`src/sv/tsg_pkg.sv`:
```
// Shared types, widths and codes for the 2-D t-SNE gradient block.
package tsg_pkg;

    localparam int PT_DEPTH  = 256;
    localparam int PT_AW     = $clog2(PT_DEPTH);
    localparam int COORD_W   = 32;
    localparam int DIFF_W    = COORD_W + 1;
    localparam int ROW_W     = 8;
    localparam int PC_W      = 9;
    localparam int NORM_W    = 33;
    localparam int FON_W     = 40;
    localparam int PW_W      = 32;
    localparam int ACC_W     = 48;

    // Shared multiplier: 32 x 32 per cycle, operands of two digits.
    localparam int DIG_W     = 32;
    localparam int OPD_W     = 2 * DIG_W;
    localparam int PROD_W    = 2 * OPD_W;

    // Fixed-point shifts and magnitude widths along the chain.
    localparam int ZP_SH     = 16;
    localparam int M_SH      = 31;
    localparam int K_SH      = 32;
    localparam int T_SH      = 23;
    localparam int D_W       = 49;
    localparam int M_W       = 50;
    localparam int K_W       = 58;
    localparam int TERM_W    = 50;
    localparam logic [TERM_W-1:0] TERM_LIM = TERM_W'(1) << (TERM_W - 1);

    // Configuration port.
    localparam int CFG_W     = FON_W;
    localparam int CFG_IDX_W = 2;
    localparam logic [CFG_IDX_W-1:0] CFG_POINT_COUNT    = 2'd0;
    localparam logic [CFG_IDX_W-1:0] CFG_NORM_SUM       = 2'd1;
    localparam logic [CFG_IDX_W-1:0] CFG_FOUR_OVER_NORM = 2'd2;

    localparam logic CMD_LOAD = 1'b0;
    localparam logic CMD_PAIR = 1'b1;

    typedef enum logic [2:0] {
        S_IDLE,
        S_RD_I,
        S_RD_J,
        S_DIFF,
        S_GO,
        S_WAIT,
        S_ACC,
        S_FIN
    } state_t;

    typedef enum logic [2:0] {
        OP_ZP,
        OP_M,
        OP_K,
        OP_TX,
        OP_TY
    } mul_op_t;

    typedef struct packed {
        logic add;
        logic clear;
    } acc_ctrl_t;

    typedef struct packed {
        logic busy;
        logic done;
    } mul_stat_t;

endpackage

```
`src/sv/tsg_mul_unit.sv`:
```
// Shared unsigned multiplier: 64 x 64 product built from four 32 x 32 partial products.
module tsg_mul_unit (
    input  logic                          clk,
    input  logic                          rst_n,
    input  logic                          start,
    input  logic [tsg_pkg::OPD_W-1:0]     op_a,
    input  logic [tsg_pkg::OPD_W-1:0]     op_b,
    output tsg_pkg::mul_stat_t            stat,
    output logic [tsg_pkg::PROD_W-1:0]    product
);
    import tsg_pkg::*;

    logic [OPD_W-1:0]  a_reg;
    logic [OPD_W-1:0]  b_reg;
    logic [2:0]        step_reg;
    logic              busy_reg;
    logic              done_reg;
    logic [OPD_W-1:0]  pp_reg;
    logic [1:0]        pp_sh_reg;
    logic              pp_vld_reg;
    logic [PROD_W-1:0] prod_reg;

    logic [DIG_W-1:0]  a_dig;
    logic [DIG_W-1:0]  b_dig;
    logic              issue;

    assign a_dig = step_reg[1] ? a_reg[OPD_W-1:DIG_W] : a_reg[DIG_W-1:0];
    assign b_dig = step_reg[0] ? b_reg[OPD_W-1:DIG_W] : b_reg[DIG_W-1:0];
    assign issue = busy_reg && !step_reg[2];

    // Control: four issue steps, and the run ends with the last accumulation.
    always_ff @(posedge clk or negedge rst_n)
    begin
        if (!rst_n)
        begin
            busy_reg   <= 1'b0;
            step_reg   <= '0;
            pp_vld_reg <= 1'b0;
            done_reg   <= 1'b0;
        end
        else
        begin
            pp_vld_reg <= issue;
            done_reg   <= busy_reg && step_reg[2] && pp_vld_reg;
            if (start)
            begin
                busy_reg <= 1'b1;
                step_reg <= '0;
            end
            else if (issue)
            begin
                step_reg <= step_reg + 3'd1;
            end
            else if (busy_reg && pp_vld_reg)
            begin
                busy_reg <= 1'b0;
            end
        end
    end

    // The partial product is registered before it is added in at its digit offset.
    always_ff @(posedge clk)
    begin
        if (issue)
        begin
            pp_reg    <= OPD_W'(a_dig) * OPD_W'(b_dig);
            pp_sh_reg <= {1'b0, step_reg[1]} + {1'b0, step_reg[0]};
        end
        if (start)
        begin
            a_reg    <= op_a;
            b_reg    <= op_b;
            prod_reg <= '0;
        end
        else if (pp_vld_reg)
        begin
            prod_reg <= prod_reg + (PROD_W'(pp_reg) << (pp_sh_reg * DIG_W));
        end
    end

    assign stat.busy = busy_reg;
    assign stat.done = done_reg;
    assign product   = prod_reg;

    a_start_idle: assert property (@(posedge clk) disable iff (!rst_n)
        start |-> !busy_reg)
        else $error("multiplier started while busy");

    a_done_ends_run: assert property (@(posedge clk) disable iff (!rst_n)
        done_reg |-> !busy_reg && $past(busy_reg))
        else $error("multiplier done without a finished run");

    a_done_pulse: assert property (@(posedge clk) disable iff (!rst_n)
        done_reg |=> !done_reg)
        else $error("multiplier done held for two cycles");

endmodule

```
`config.mk`:
```
export PLATFORM = sky130hd
export DESIGN_NAME = tsg_mul_unit
export DESIGN_NICKNAME = d
export VERILOG_FILES = /design/src/sv/tsg_pkg.sv /design/src/sv/tsg_mul_unit.sv
export SDC_FILE = /design/constraint.sdc
export NUM_CORES = 2
export LEC_CHECK = 0
export BUFFER_PORTS_ARGS = -buffer_cell sky130_fd_sc_hd__buf_2
export CORE_MARGIN = 4
export CORE_UTILIZATION = 49
export DETAILED_ROUTE_END_ITERATION = 12
export PLACE_DENSITY = 0.66
export SLEW_MARGIN = 25
export SYNTH_ARGS = -nofsm -noshare
export SYNTH_HDL_FRONTEND = slang
export SYNTH_SLANG_ARGS = --single-unit
```
`constraint.sdc`:
```
create_clock -name clk -period 11.3 [get_ports clk]
set_clock_uncertainty 0.2 [all_clocks]
set_input_delay 0 -clock clk [delete_from_list [all_inputs] [get_ports clk]]
set_output_delay 0 -clock clk [all_outputs]
set_load 0.005 [all_outputs]
```
==> flow_metrics.py <==
metrics = {
    "run_status": {
        "status": "finished, final reports clean",
    },
    "setup_path": {
        "worstReg2RegStart": "step_reg[1]",
        "critical_path_arrival_ps": 10210,
        "crit_top_cell": "fa_1",
        "r2r_cells": 26,
        "slowest_stage": "mux2i_2",
        "cp.required_ps": 11470,
        "path_buf_inv": 3,
        "r2r_setup_slack_ps": 1260,
        "r2r_end": "pp_reg[44]",
        "cp-start-kind": "flop",
        "cp_max_fo": 32,
        "crit_family": "adder cells",
        "cp-end-kind": "flop",
        "cp_slowest_stage_delay_ps": 860,
        "critical_path_class": "flop to flop",
        "cp_num_cells": 26,
    },
    "detailed_routing": {
        "drc": 0,
        "drtAntennaViolNets": 0,
        "wirelength_mm": 194,
        "wl_per_cell_um": 25.4,
        "vias": 44500,
        "first_pass_iters": 6,
        "via_per_inst": 5.82,
        "drt_iter0_markers": 3860,
    },
    "job": {
        "drv_cap": 0,
    },
    "placed_design": {
        "place_congestion": 0.986,
        "io_buffers": 260,
        "dp.final_hpwl_mm": 151,
    },
    "synth": {
        "yosysTopAreaCell": "fa_1",
        "avgSynthCellArea_sq_um": 8.97,
        "netlist_area_sq_um": 52600,
        "yosys_most_used_dff": "edfxtp_1",
        "ys_warn_count": 0,
        "synth.area.top_cells": "fa_1, edfxtp_1, ha_1, inv_1, nor2_1",
        "yosys.area_share.xor_xnor": 0.0305,
        "synth.distinct_cells": 89,
        "synth_edf_count": 194,
        "ys_ff_latch": 328,
        "netlist.area_leader.share": 0.342,
        "synth_compound_area_frac": 0.0983,
        "synth_fp_nets": 7280,
        "synthSimpleGateAreaFrac": 0.140,
        "synth_top_family_by_area": "adder cells",
        "synthArstFlopShare": 0.0183,
        "postSynthCellCount": 5861,
        "synth-adder-area-share": 0.435,
        "synth-seq-area-share": 0.162,
        "synthMuxAreaShare": 0.0455,
    },
    "sta": {
        "rsz0062_at_grt": "no",
        "fin_crit_ps": 10040,
        "max_freq_ghz": 0.0996,
        "relSlewSlack": 0.168,
        "maxSlewViolCount": 0,
        "setup_viol_count_final": 0,
        "fin_setup_tns_ps": 0,
        "worst-slew-pin-transition_ps": 1210,
        "whs_ps": 233,
        "finalHoldViolations": 0,
        "min_period_over_period": 0.889,
    },
    "grt": {
        "antenna_found_initial": 1,
        "grt.met2_usage": 0.558,
        "grt_usage": 0.347,
        "grt_use_met1": 0.432,
        "busiest_layer": "met2",
        "grt_overflow": 0,
        "met3_usage": 0.0903,
        "grt_pass1_wl_mm": 291,
        "grt_max_degree": 86,
        "grt_pass1_vias": 46100,
    },
    "clocking": {
        "htree_levels": 2,
        "clock_sinks": 328,
        "cts_tree": "done",
        "numCtsBuffers": 40,
        "cts_max_path_buffers": 3,
        "cts_root_buf": "clkbuf_16",
        "cts_setup_buffers": 0,
        "worstSkewPairLatency_ps": 640,
        "path_clk_slew_ps": 60,
    },
    "hold_path": {
        "hold_start": "start",
        "hold_class": "input port to flop",
        "hold_depth": 2,
        "hold_end": "b_reg[6]",
    },
    "finish": {
        "fillerInstances": 9490,
        "drive_gt1_frac": 0.0900,
        "syn_to_final_growth_pct": 13.1,
        "fin_nets": 7642,
        "largest_reg_flops": 128,
    },
    "die": {
        "num_rows": 119,
        "die_area_sq_um": 113000,
        "initial_core_util": 0.497,
        "fp.dieW_um": 336,
        "die_h_um": 336,
        "fp.coreArea_sq_um": 106000,
        "io_pins": 261,
    },
}
through the flow:
stage	utilization	cell area, sq um	std cells	setup slack (ps)
after floorplan	-	52600	5861	2350
after global placement	0.524	55400	7311	1600
after detailed placement	0.525	55500	7312	1440
after CTS	0.561	59400	7644	1440
after global routing	0.562	59500	7645	1060
final	0.562	59500	7648	1260
layout by cell type, fill, tap and decap left out, types with 42 or more instances in the layout:
cell type and instances:
buf_2 259, nand4_1 73, a21o_1 101, dlygate4sd3_1 259, xnor2_1 110, edfxtp_1 194
inv_1 946, mux2i_1 120, o21ai_0 179, a21oi_1 266, xor2_1 73, fa_1 897
and2_1 42, nand2_1 664, dfxtp_1 128, buf_4 87, nor2_1 838, o21bai_1 52
mux2_2 64, ha_1 391
cell usage after synthesis, drive strengths merged (16+ instances only):
| cell | count |
|---|---|
| nand2 | 665 |
| o21ai | 198 |
| mux2i | 166 |
| nor2b | 24 |
| nand3 | 30 |
| o21a | 21 |
| a31oi | 21 |
| nor3 | 34 |
| a211oi | 20 |
| nand2b | 18 |
| fa | 897 |
| nor2 | 841 |
| nand4 | 73 |
| inv | 946 |
| a21o | 101 |
| o21bai | 52 |
| a22o | 38 |
| xor2 | 73 |
| clkbuf | 250 |
| mux2 | 65 |
| ha | 391 |
| dfxtp | 128 |
| a21oi | 269 |
| buf | 40 |
| o31ai | 16 |
| and2 | 42 |
| xnor2 | 110 |
| edfxtp | 194 |
cell families after synthesis:
group | count (synthesis)
buffers and inverters | 1236
AND/OR/NAND/NOR | 1783
multiplexers | 231
XOR/XNOR | 183
adder cells (fa/ha/maj) | 1288
AO/OA/AOI/OAI | 812
flip-flops | 328
final cells by class:
cell class / count / area, sq um / share of cell area
diodes: 3 / 7.51 / 0.000126
clock buffers: 48 / 1040 / 0.0175
clock inverters: 25 / 273 / 0.00458
inverters: 946 / 3550 / 0.0597
multi-input cells: 4297 / 39700 / 0.667
flip-flops and latches: 328 / 8550 / 0.144
well taps: 1391 / 1740 / 0.0293
repair buffers: 610 / 4640 / 0.0780
repair_timing:
action / 4_1_cts / 5_1_grt
hold buffers: 259 / 0
resized for setup: 0 / 0
endpoints found under the hold margin: 187 / 0
how the worst max path moves through the flow:
stage / start / slack [ps] / endpoint
after detailed placement: step_reg[1] / 1440 / pp_reg[44]
after CTS: step_reg[1] / 1440 / pp_reg[44]
after global placement: step_reg[1] / 1600 / pp_reg[44]
after floorplan: step_reg[0] / 2350 / pp_reg[44]
after global routing: step_reg[1] / 1060 / pp_reg[44]
final: step_reg[1] / 1260 / pp_reg[44]
layer usage:
metal | routed length (um) | up-vias
met4 | 12600 | 2
li1 | - | 19400
met1 | 73700 | 22100
met2 | 88000 | 2448
met3 | 20200 | 570
met5 | 17 | -
Power is not shown: default switching activity piles up to over one toggle a cycle in this logic, so the estimate is an artifact.
